File: src/design/cc_pkg.sv
`timescale 1ns / 1ps
`default_nettype none

package cc_pkg;

    localparam int SQ_N = 31;
    localparam int DV_N = 16;
    localparam int Q_DEPTH = 4;

    typedef enum logic [1:0] {
        KIND_MISS,
        KIND_HIT,
        KIND_COINCIDENT
    } kind_t;

    typedef struct packed {
        kind_t              kind;
        logic [61:0]        d2;
        logic signed [31:0] ax;
        logic signed [31:0] ay;
        logic [29:0]        ar;
        logic [30:0]        adx;
        logic [30:0]        ady;
        logic [30:0]        rsum;
        logic               sx;
        logic               sy;
    } job_t;

endpackage

`default_nettype wire

File: src/design/cc_queue.sv
`timescale 1ns / 1ps
`default_nettype none

module cc_queue import cc_pkg::*; (
    input  wire logic aclk,
    input  wire logic aresetn,
    input  wire logic in_valid,
    output logic      in_ready,
    input  job_t      in_job,
    output logic      out_valid,
    input  wire logic out_ready,
    output job_t      out_job
);

    localparam int PW = $clog2(Q_DEPTH);

    job_t          mem_reg [Q_DEPTH];
    logic [PW-1:0] wptr_reg, rptr_reg;
    logic [PW:0]   count_reg;
    logic          push, pop;

    assign in_ready = (count_reg != (PW+1)'(Q_DEPTH));
    assign out_valid = (count_reg != '0);
    assign push = in_valid && in_ready;
    assign pop = out_valid && out_ready;
    assign out_job = mem_reg[rptr_reg];

    always_ff @(posedge aclk) begin
        if (push) begin
            mem_reg[wptr_reg] <= in_job;
        end
    end

    always_ff @(posedge aclk) begin
        if (!aresetn) begin
            wptr_reg <= '0;
            rptr_reg <= '0;
            count_reg <= '0;
        end else begin
            if (push) begin
                wptr_reg <= wptr_reg + 1'b1;
            end
            if (pop) begin
                rptr_reg <= rptr_reg + 1'b1;
            end
            if (push && !pop) begin
                count_reg <= count_reg + 1'b1;
            end else if (pop && !push) begin
                count_reg <= count_reg - 1'b1;
            end
        end
    end

endmodule

`default_nettype wire

File: config.mk
export PLATFORM = sky130hd
export DESIGN_NAME = cc_queue
export DESIGN_NICKNAME = d
export VERILOG_FILES = /design/src/design/cc_pkg.sv /design/src/design/cc_queue.sv
export SDC_FILE = /design/constraint.sdc
export NUM_CORES = 1
export LEC_CHECK = 0
export BUFFER_PORTS_ARGS = -buffer_cell sky130_fd_sc_hd__buf_4
export CORE_MARGIN = 10
export CORE_UTILIZATION = 61
export DETAILED_ROUTE_END_ITERATION = 10
export GPL_TIMING_DRIVEN = 1
export PLACE_DENSITY = 0.84
export SETUP_SLACK_MARGIN = 0.05
export SLEW_MARGIN = 10
export SYNTH_ARGS = -nofsm -noshare
export SYNTH_HDL_FRONTEND = slang
export SYNTH_SLANG_ARGS = --single-unit
File: constraint.sdc
create_clock -name aclk -period 14.55 [get_ports aclk]
set_clock_uncertainty 0.05 [all_clocks]
set_input_delay 1.455 -clock aclk [delete_from_list [all_inputs] [get_ports aclk]]
set_output_delay 1.455 -clock aclk [all_outputs]
set_load 0.005 [all_outputs]
==> results of run 1 <==
-- critical path, stage by stage, from the launching register on --
cell and delay, ns:
dfxtp_4 0.79, buf_4 0.85, buf_4 0.83, buf_4 0.66
mux4_2 0.63, buf_4 0.17
-- metrics by stage --
stage / total power, W / hold slack (ns) / instances / util [%]
final: 0.00797 / 0.467 / 2795 / 74.1
after detailed placement: 0.00562 / 0.448 / 2623 / 69.1
after CTS: 0.00805 / 0.466 / 2793 / 74.1
after global placement: 0.00557 / 0.426 / 2623 / 69.1
after floorplan: 0.00478 / 0.418 / 1369 / -
after global routing: 0.00825 / 0.509 / 2795 / 74.1
-- layout make-up --
cell class / count / area (um^2)
multi-input combinational: 288 / 5980
inverter: 3 / 11.3
timing repair buffer: 529 / 4000
clock inverter: 51 / 418
sequential: 1021 / 30600
antenna: 2 / 5.00
fill: 3055 / 15600
tap: 782 / 978
clock buffer: 119 / 2590
-- Yosys cell counts --
library cell	n
xor2_1	1
o21ai_0	1
a21boi_1	1
clkbuf_1	10
and2_1	8
o311ai_0	1
dfxtp_1	9
nor2_1	1
fa_1	1
xnor2_1	3
a21boi_0	1
nand2_1	5
buf_2	28
mux4_2	253
or3_1	2
mux2i_1	3
buf_6	19
o31ai_1	1
edfxtp_1	1012
inv_1	3
nor2b_1	1
ha_1	5
-- how the worst max path moves through the flow --
stage,from,to,slack [ns],depth (start not counted)
global route,flip-flop,out_job[213],7.84,5
global placement,flip-flop,out_job[134],8.86,5
finish,flip-flop,out_job[213],8.33,5
CTS,flip-flop,out_job[213],8.12,5
floorplan,in_valid,mem_reg[0][0]$_DFFE_PP_,6.22,2
detailed placement,flip-flop,out_job[134],8.87,5
-- routing by layer --
metal  GRT usage (%)  vias to the layer above
li1                -                     7097
met1            28.9                     9097
met2            42.4                      928
met3            7.68                      114
met4            6.49                        8
met5               0                        -
-- cells by family (layout without fill, tap and decap cells) --
kind of cell / count (synthesis) / after routing / synth area share, %
flip-flops: 1021 / 1021 / 82.7
multiplexers: 256 / 256 / 15.5
buffers and inverters: 60 / 702 / 1.09
AND/OR/NAND/NOR: 17 / 17 / 0.247
adder cells (fa/ha/maj): 6 / 6 / 0.224
AO/OA/AOI/OAI: 5 / 5 / 0.0982
XOR/XNOR: 4 / 4 / 0.0948
other: 0 / 2 / 0
-- power breakdown --
part	total, W	internal, W	switching (W)
sequential	0.00370	0.00358	0.000122
clock	0.00240	0.00135	0.00104
combinational	0.00188	0.000995	0.000881
total	0.00797	0.00593	0.00205
==> results summary, run 1 <==
In this run the standard cell core region covers 60100 um^2. In this run the critical register-to-register path is captured at mem_reg[3][165]$_DFFE_PP_. The total standard cell area after synthesis came out at 36900 um^2. The via count of the first global-routing pass is 18500.

The cell sitting at the root of the clock tree is a clkbuf_16. The highest metal layer carrying signal wires in the routed design is met5. The post-detailed-routing wire length is 86.1 mm. The biggest fanout along the worst timing path came out at 49.

Max-cap violations in this run came to 0. The clock latency on the worst-skew pair is 0.64 ns. In this run the register-to-register setup slack is 10.13 ns. The wire length on met1 came out at 29.2 mm. In the layout the commonest cells are edfxtp_1 (1012), buf_4 (527), mux4_2 (253), clkbuf_16 (101), clkinv_1 (27). The transition time at the pin with the least slew margin came out at 1.12 ns. The effective utilization at floorplan came out at 61.4%. The accumulated negative setup slack came out at 0 ns. The number of nets still failing antenna checks after routing is 0. Of all cell types, the one taking the most synthesized area is edfxtp_1. The leakage power total came out at 14.8 nW. The post-route fraction of the period consumed by the critical path came out at 42.8%. The register clock-pin slew on the reported worst setup and hold paths came out at 0.06 ns. The longest clock path from root to sink contains 3 buffers. The number of levels the H-tree was split into came out at 3. The initial antenna violation count was 7. The startpoint identified for the worst register-to-register timing path is count_reg[0]$_SDFFE_PN0P_. The sequential element share of the synthesized area came out at 82.7%. Along the worst hold path, the cell count comes to 2.

The largest net degree at the start of global routing is 152. The slack of the critical path came out at 8.33 ns. The synthesized design devotes to its leading area cell type 82.3% of total area. The number of rows in the core area came out at 90. After detailed routing, the average wire length per cell comes to 30.8 um. The half-perimeter wire length after placement is 51.2 mm.

The placed standard-cell area is 41500 um^2. The wire length on met3 came out at 8.94 mm. The count of boundary I/O pins came out at 512. The instance count of the mapped netlist came out at 1369. The total nets after synthesis came out at 1632. The startpoint identified for the worst hold timing path is wptr_reg[0]$_SDFFE_PN0P_. Timing would allow up to 0.161 GHz. TritonCTS built the clock tree. The worst-case vdd ir drop came out at 178 uV.

In the routed layout, each cell is associated on average with a via count of 6.17. After synthesis, the netlist uses 22 different library cells. The horizontal die dimension came out at 266 um. The setup fix buffers added after clock tree synthesis came out at 0.

The power density of the placed cells came out at 179 nW/um^2. The number of synthesized register bits came out at 1021. The count of input and output buffers came out at 511.

The tightest slew margin relative to the limit came out at 25.3%. The area growth from synthesis to layout is 20.6%. The library cell used most frequently in the layout, excluding fill and tap cells, is edfxtp_1. The post-route cell area came out at 44600 um^2. The end of the worst hold path is wptr_reg[0]$_SDFFE_PN0P_.

The required time of the critical path is 13.05 ns. Before antenna repair, the detailed router went through 5 iterations. The mean instance size in the synthesized netlist came out at 27.0 um^2. The clock net sink count is 1021. The first global-routing pass estimated 126 mm of wire. The final net count is 2204. Yosys attributes the largest share of cell area to edfxtp_1 (82%), mux4_2 (15%), buf_6 (0.58%). For this run the aggregate overflow at the end of global routing stands at 0. The post-route minimum period is 6.22 ns.

The count of endpoints failing setup in the final report is 0. The die span in y came out at 266 um. The number of buffers inserted for hold repair after clock tree synthesis is 0.

STA classifies the critical path startpoint as a flip-flop. The depth of the most critical reg-to-reg path is 5. The total global routing track utilization is 24.3%. The detailed route wirelength on metal2 came out at 46.2 mm. The critical path in this run is classified as reg2out.

The number of gates given a new drive strength after cts came out at 0. The routed layout has 17200 vias. The die area came out at 70800 um^2.

The flow ran to the end, and the final reports show no timing, DRC or antenna violations. The final weighted congestion of routability-driven global placement came out at 0.788. The final routed DRC violation total is 0. The number of failing hold endpoints at the final stage came out at 0.

The data arrival time at the worst-slack endpoint is 4.72 ns. The register with the most flip-flops in the layout has 1012 of them. The initial DRC count came out at 1610. The worst min-delay path class is reg2reg. The number of warnings printed during yosys synthesis came out at 0. The placement-stage worst setup slack came out at 8.87 ns.

The share of final-layout standard cells stronger than drive strength 1 is 45.4%. The number of slew-limit violations in the final report came out at 0. The worst setup path is captured at an output pin. Setup repair after global routing left no endpoint under its margin. The number of buffers created by CTS is 98.
Power figures use the tool's default switching activity.
==> run 2, diff against run 1 <==
--- a/config.mk
+++ b/config.mk
@@ -5,12 +5,13 @@
 export SDC_FILE = /design/constraint.sdc
 export NUM_CORES = 1
 export LEC_CHECK = 0
+export ABC_AREA = 1
 export BUFFER_PORTS_ARGS = -buffer_cell sky130_fd_sc_hd__buf_4
 export CORE_MARGIN = 10
-export CORE_UTILIZATION = 61
+export CORE_UTILIZATION = 57
 export DETAILED_ROUTE_END_ITERATION = 10
 export GPL_TIMING_DRIVEN = 1
-export PLACE_DENSITY = 0.84
+export PLACE_DENSITY = 0.79
 export SETUP_SLACK_MARGIN = 0.05
 export SLEW_MARGIN = 10
 export SYNTH_ARGS = -nofsm -noshare
==> constraint.sdc (replaced) <==
create_clock -name aclk -period 6 [get_ports aclk]
set_clock_uncertainty 0.05 [all_clocks]
set_input_delay 0.6 -clock aclk [delete_from_list [all_inputs] [get_ports aclk]]
set_output_delay 0.6 -clock aclk [all_outputs]
set_load 0.005 [all_outputs]
==> run 2 against run 1 <==
  * Critical endpoint is now out_job[228]
  * Count of clock-buffer cells in the layout is 3 higher
  * Clock power grew to 2.6 times the previous value
  * Core utilization is 5.0 points lower
  * Highest routed layer unchanged
  * Largest power group unchanged
  * Via count is 36% higher
==> results summary, run 2 <==
The share of synthesized cell area in full adder, half adder and majority cells is 0.219%. The net switching component of the power came out at 0.00568 W. The share of the synthesized area in compound gates (AO/OA/AOI/OAI) came out at 11.0%.

The effective utilization at floorplan came out at 57.4%. The netlist uses 20 different library cells. After global routing, the most crowded layer is met2.

The initial antenna violation count came out at 23. The die area came out at 76900 um^2. The placement-stage worst setup slack came out at 2.58 ns.

The count of input and output buffers came out at 511. Entering global routing, the biggest net connects 232 pins. The register clock-pin slew on the reported worst setup and hold paths is 0.06 ns. Setup repair after global routing left no endpoint under its margin. The number of levels the H-tree was split into is 3. In this run the worst hold path is classified as in2reg. The final net count came out at 3241. The post-route minimum period came out at 4.07 ns. Summed over all failing endpoints, the final setup total negative slack is 0 ns.

In this run the worst path has a maximum fanout of 114. The area growth from synthesis to layout came out at 20.5%. The mean instance size in the synthesized netlist came out at 15.0 um^2. The required time of the critical path came out at 5.35 ns. In the routed design, unresolved DRC markers number 0. The worst flop-to-flop path startpoint is count_reg[0]$_SDFFE_PN0P_. The most numerous cell type found on the critical path is buf_4. STA classifies the critical path startpoint as a flip-flop. Measured against the total synthesized area, the mux share comes to 0%. The met2 usage is 38.6%. The sequential element share of the synthesized area came out at 81.0%. The number of buffers on the longest clock path is 3. The critical path goes through buf_4, o21ai_0, o22ai_1, buf_4. The global-route wire length before repair came out at 137 mm. The internal power came out at 0.0141 W. Of all cell types, the one taking the most synthesized area is edfxtp_1. The total nets after synthesis came out at 2777.

From left edge to right edge, the die measures 277 um. The share of async-settable or async-resettable flops after synthesis is 0%. The number of nets still failing antenna checks after routing came out at 0. Sorting the synthesized cells by area gives the leading types as edfxtp_1 (81%), o21ai_0 (5.4%), nor2_1 (5.2%). On the critical path, the stage with the largest delay is an instance of buf_4.

The flip-flop count of the largest register after layout is 1012. The data arrival time at the worst-slack endpoint came out at 3.42 ns. The worst-case vdd ir drop is 369 uV. The clock net sink count is 1021. The number of instances on the worst hold path is 1. The floorplan has 94 rows. For this run, the number of Yosys warnings is 0.

The average detailed-routed wire length per instance is 23.2 um. The number of slew-limit violations in the final report came to 0. The first-pass iteration count of the detailed router is 7. The met1 usage came out at 26.8%. Headroom to the max-slew limit came out at 14.6%. The number of failing hold endpoints at the final stage is 0.

The number of gates given a new drive strength after cts is 0. The fmax is 0.246 GHz. The total global routing track utilization is 22.8%. The root cell of the clock tree is clkbuf_16.

After synthesis the cells add up to 37700 um^2. The destination of the worst register-to-register timing path is mem_reg[0][162]$_DFFE_PP_. In this run, post-CTS hold repair placed 0 buffers. The placeable core area came out at 65700 um^2. The number of flops mapped to enable cells by yosys came out at 1012.

The critical path class is reg2out. The delay of the slowest critical-path stage came out at 0.99 ns. In the layout the commonest cells are edfxtp_1 (1012), buf_4 (518), nor2_1 (516), o21ai_0 (407), o22ai_1 (253). The startpoint of the lowest-slack hold path is in_job[22]. Measured on the finished design, the core utilization comes to 69.1%.

The most used flip-flop cell after synthesis is edfxtp_1. The count of boundary I/O pins came out at 512. Measured in cells, the most critical reg-to-reg path has a length of 6.

The commonest cells after synthesis are edfxtp_1 (1012), nor2_1 (520), o21ai_0 (407). The setup fix buffers added after clock tree synthesis came out at 0. The synthesized design contains 1021 register bits. The via count of the first global-routing pass is 23300. The die span in y is 277 um. The endpoint kind of the worst setup timing path is an output pin.

The combinational group share of total power came out at 23.6%. The half-perimeter wire length after placement came out at 51.8 mm. The clock power share came out at 31.3%. Global routing used 6.41% of the available met3 tracks. The total overflow left after global routing is 0. Of the total synthesized cell area, the portion taken by XOR and XNOR cells is 0.0232%. TritonCTS built the clock tree. The relative contribution of sequential cells to total power came out at 45.1%. The initial DRC count came out at 2212. The congestion estimate from routability-driven global placement came to 0.780. The top cell type by area accounts for 80.5% of the synthesized area. The most common cell in the synthesized netlist is edfxtp_1.

The total power came out at 0.0198 W. The slack of the critical path is 1.93 ns. The leakage power total came out at 15.8 nW. The instance count of the mapped netlist is 2514. The flow ran to the end, and the final reports show no timing, DRC or antenna violations. TritonCTS created 99 clock buffers.

At the pin with the least slew margin, the transition time is 1.28 ns. Setup violations remaining at the end of the flow were counted as 0. The post-route fraction of the period consumed by the critical path is 67.8%. The share of final-layout standard cells stronger than drive strength 1 came out at 22.2%. The post-detailed-routing wire length came out at 91.5 mm. In this run the register-to-register setup slack is 3.05 ns. The largest family of logic cells by synthesized area is compound AO/OA/AOI/OAI gates. The library cell used most frequently in the layout, excluding fill and tap cells, is edfxtp_1. The number of max-cap violations came out at 0. The power density of the placed cells came out at 435 nW/um^2.

The routed layout has 23400 vias. After Yosys synthesis, and, or, nand and nor cells account for 5.39% of the synthesized area. The clock latency on the worst-skew pair is 0.64 ns. The average vias per placed instance came out at 5.93. Net switching is 28.7% of the power.

The worst hold path terminates at mem_reg[3][22]$_DFFE_PP_.
[run 2: cell types whose count changed after synthesis, moves of 85 or more]
| cell | before | now |
|---|---|---|
| o21ai_0 | 1 | 407 |
| o22ai_1 | 0 | 253 |
| mux4_2 | 253 | 0 |
| nor2_1 | 1 | 520 |
| o21ai_1 | 0 | 100 |
| clkbuf_1 | 10 | 95 |
[run 2: worst max path at each step]
stage | slack (ns) | to
after floorplan | -1.87 | mem_reg[0][0]$_DFFE_PP_
after global placement | 2.67 | out_job[11]
after detailed placement | 2.58 | out_job[76]
after CTS | 1.87 | out_job[228]
after global routing | 1.69 | out_job[228]
final | 1.93 | out_job[228]
[run 2: area by class of cell]
cell class,count,area [um^2]
Fill cell,4061,20300
Antenna cell,19,47.5
Inverter,16,72.6
Sequential cell,1021,30600
Tap cell,864,1080
Clock buffer,122,2580
Clock inverter,62,676
Multi-Input combinational cell,1310,6290
Timing Repair Buffer,530,4130
[run 2: stage by stage]
stage | area, um^2 | instances | hold WS (ns)
2_1_floorplan | 37700 | 2514 | 0.415
3_3_place_gp | 42200 | 3741 | 0.427
3_5_place_dp | 42200 | 3741 | 0.445
4_1_cts | 45400 | 3925 | 0.0490
5_1_grt | 45500 | 3941 | 0.0620
6_report | 45500 | 3944 | 0.0855
[run 2: metal layers]
layer  routed length, um  up-vias
met2               47000     1039
met3                7930      195
met4                3590       12
met1               32900    11700
met5                  87        -
li1                    -    10500
[run 2: kinds of logic after synthesis]
family / Yosys count
DFF: 1021
AOI/OAI and AO/OA: 763
and+or+nand+nor: 540
buffers and inverters: 183
adders and majority gates: 6
xor gates and xnor gates: 1
[run 2: power groups by stage]
stage                     combinational, W  sequential [W]  clock (W)
after floorplan                    0.00231         0.00911          0
after global placement             0.00453         0.00902          0
after detailed placement           0.00464         0.00906          0
after CTS                          0.00469         0.00892    0.00625
after global routing               0.00504         0.00898    0.00655
final                              0.00467         0.00892    0.00618
[run 2: worst max-delay path: cells and delay by family (launching register included)]
kind / cells / cell delay, ns
flops: 1 / 0.90
buf+inv: 2 / 1.17
compound gates: 2 / 0.62
==> run 3, diff against run 2 <==
--- a/config.mk
+++ b/config.mk
@@ -8,10 +8,10 @@
 export ABC_AREA = 1
 export BUFFER_PORTS_ARGS = -buffer_cell sky130_fd_sc_hd__buf_4
 export CORE_MARGIN = 10
-export CORE_UTILIZATION = 57
+export CORE_UTILIZATION = 52
 export DETAILED_ROUTE_END_ITERATION = 10
 export GPL_TIMING_DRIVEN = 1
-export PLACE_DENSITY = 0.79
+export PLACE_DENSITY = 0.76
 export SETUP_SLACK_MARGIN = 0.05
 export SLEW_MARGIN = 10
 export SYNTH_ARGS = -nofsm -noshare
==> constraint.sdc (replaced) <==
create_clock -name aclk -period 3.68 [get_ports aclk]
set_clock_uncertainty 0.05 [all_clocks]
set_input_delay 0.368 -clock aclk [delete_from_list [all_inputs] [get_ports aclk]]
set_output_delay 0.368 -clock aclk [all_outputs]
set_load 0.005 [all_outputs]
==> run 3 against run 2 <==
  * Critical path type unchanged
  * Total power up 69%
  * Largest power group unchanged
  * Sequential share of layout area shrank 4.5 points
  * Worst hold slack gained 0.32 ns
  * Register-to-register slack worse by 1.6 ns
==> results summary, run 3 (synthesis gave the netlist of run 2 again) <==
The worst register-to-register path ends at mem_reg[2][46]$_DFFE_PP_. The die covers 83700 um^2. The total overflow reported by the global router is 0.

Across the VDD grid, the largest voltage drop is 732 uV. The count of input and output buffers came out at 511. The top cell types in the final layout, fill and taps aside, are edfxtp_1 (1012), buf_4 (525), nor2_1 (515), o21ai_0 (407), dlygate4sd3_1 (257).

The average detailed-routed wire length per instance came out at 22.8 um. Once layout is complete, the utilization of the core stands at 67.9%. The count of endpoints failing setup in the final report came out at 0.

The global-route wire length before repair came out at 147 mm. The post-route cell area is 48700 um^2. The worst flop-to-flop path startpoint is wptr_reg[0]$_SDFFE_PN0P_.

OpenSTA, run right after detailed placement, puts the worst setup slack at 1.17 ns. The count of filler cells inserted in the layout came out at 4527. The data arrival time at the worst-slack endpoint is 2.88 ns. The slowest stage of the critical path is the dfxtp_4 cell.

The number of failing hold endpoints at the final stage is 0. The total global routing track utilization came out at 22.7%. The register with the most flip-flops in the layout has 1012 of them. The biggest fanout along the worst timing path came out at 220. Walking the worst path, the cells encountered are buf_12, o21ai_0, o22ai_1, buf_4. Setup repair after global routing left no endpoint under its margin. The largest net degree at the start of global routing is 221. The startpoint of the lowest-slack hold path is in_job[216]. The number of slew-limit violations in the final report was 0.

At the end of routability-driven placement, the weighted congestion stood at 0.796. TritonCTS built the clock tree. The initial DRC count came out at 2095.

The number of buffers and inverters on the critical path came out at 2. Measured in cells, the most critical reg-to-reg path has a length of 5. The die is 289 um tall. The post-detailed-routing wire length came out at 98.2 mm. The tightest slew margin relative to the limit is 24.1%. The effective utilization at floorplan came out at 52.6%. The number of max-cap violations is 0.

The final routed DRC violation total came out at 0. The first-pass iteration count of the detailed router is 6. The slack of the critical path came out at 0.380 ns. The worst setup path is launched from a flip-flop.

The post-route minimum period is 3.30 ns. The number of vias after detailed routing is 24600. The number of buffers created by CTS is 103.

For flop-to-flop paths, the worst setup slack is 1.43 ns. In this run the power density over the cells is 685 nW/um^2. The delay of the slowest critical-path stage is 0.60 ns. For this design, the sink count on the clock tree is 1021. The required time of the critical path came out at 3.26 ns. Using the TritonRoute via totals, the vias-per-cell ratio works out to 5.72.

The worst hold slack after final layout came out at 0.401 ns. The number of nets still failing antenna checks after routing came out at 0. The leakage power total is 17.1 nW. The critical path is of the reg2out type. The horizontal die dimension is 289 um. Leaving out fill and tap cells, the most frequent cell in the layout is edfxtp_1. The half-perimeter wire length after placement came out at 54.8 mm. The flow ran to the end, and the final reports show no timing, DRC or antenna violations.

The final net count is 3522. STA classifies the critical path endpoint as an output pin. The post-route fraction of the period consumed by the critical path is 89.7%.

The tightest min-delay check is of the in2reg type. The fmax came out at 0.303 GHz. The count of boundary I/O pins is 512.

The via count of the first global-routing pass is 25300. The number of buffers on the longest clock path is 3. The placeable core area came out at 71700 um^2. The number of instances on the worst hold path is 2. The placed standard-cell area is 42600 um^2. The root cell of the clock tree is clkbuf_16. The floorplan has 98 rows.

Cells with a size suffix above 1 make up 21.5% of the layout. After clock tree synthesis, the clock-pin slew on the worst setup and hold paths is 0.06 ns. The initial antenna violation count came out at 12. The worst hold path terminates at mem_reg[3][216]$_DFFE_PP_. At the pin with the least slew margin, the transition time is 1.14 ns.

In this run, post-CTS repair resized a total of 0 instances. The clock latency on the worst-skew pair is 0.64 ns. The cell family contributing the most delay on the critical path is buffers and inverters.

The number of levels the H-tree was split into came out at 3. The area growth from synthesis to layout is 29.0%. The critical path depth in cells is 4.
==> run 3: cell types whose count changed in the layout (fill, tap and decap cells not counted), moves of 5 or more <==
cell / change
buf_12: +13
buf_4: +7
clkbuf_1: -6
clkinv_1: -5
dlygate4sd3_1: +257
==> run 3: metrics by stage <==
| step | total power [W] | setup TNS, ns | instances |
|---|---|---|---|
| 2_1_floorplan | 0.0185 | -1172.89 | 2514 |
| 3_3_place_gp | 0.0223 | 0 | 3847 |
| 3_5_place_dp | 0.0226 | 0 | 3847 |
| 4_1_cts | 0.0334 | 0 | 4291 |
| 5_1_grt | 0.0347 | 0 | 4297 |
| 6_report | 0.0333 | 0 | 4306 |
==> run 3: area by class of cell <==
class                      instances  area [um^2]  share of cell area [%]
tap                              950         1190                    2.44
clock buffer                     120         2660                    5.47
inverter                          16         72.6                   0.149
antenna                           15         37.5                  0.0771
multi-input combinational       1310         6300                    12.9
timing repair buffer             807         7010                    14.4
clock inverter                    67          830                    1.70
sequential                      1021        30600                    62.8
==> run 3: layer usage <==
layer | vias to the layer above | GRT usage (%) | part of all wire [%]
met4 | 6 | 9.28 | 3.7
met5 | - | 0 | 0.041
met2 | 1175 | 38.8 | 51
met1 | 12200 | 27.4 | 36
met3 | 204 | 5.37 | 9.2
li1 | 11000 | - | -
==> run 3: worst register-to-register path, delay by kind of cell, from the launching register on <==
kind                     cells  cell delay (ns)
adder cells (fa/ha/maj)      1             0.15
buffers and inverters        3             0.56
flip-flops                   1             0.35
AND/OR/NAND/NOR              1             0.75
==> run 3: worst max-delay path by stage <==
stage | start | to | slack (ns)
2_1_floorplan | count_reg[0]$_SDFFE_PN0P_ | mem_reg[0][0]$_DFFE_PP_ | -1.17
3_3_place_gp | flip-flop | out_job[198] | 1.22
3_5_place_dp | flip-flop | out_job[166] | 1.17
4_1_cts | flip-flop | out_job[166] | 0.47
5_1_grt | flip-flop | out_job[249] | 0.22
6_report | flip-flop | out_job[215] | 0.38
==> run 3: power breakdown <==
part | internal, W | switching [W] | total, W
sequential | 0.0141 | 0.000316 | 0.0144
combinational | 0.00326 | 0.00494 | 0.00820
clock | 0.00634 | 0.00435 | 0.0107
==> run 3: repair_timing <==
item / CTS / global route
hold endpoints to repair: 1021 / 0
buffers inserted: 0 / 0
hold buffers: 257 / 0
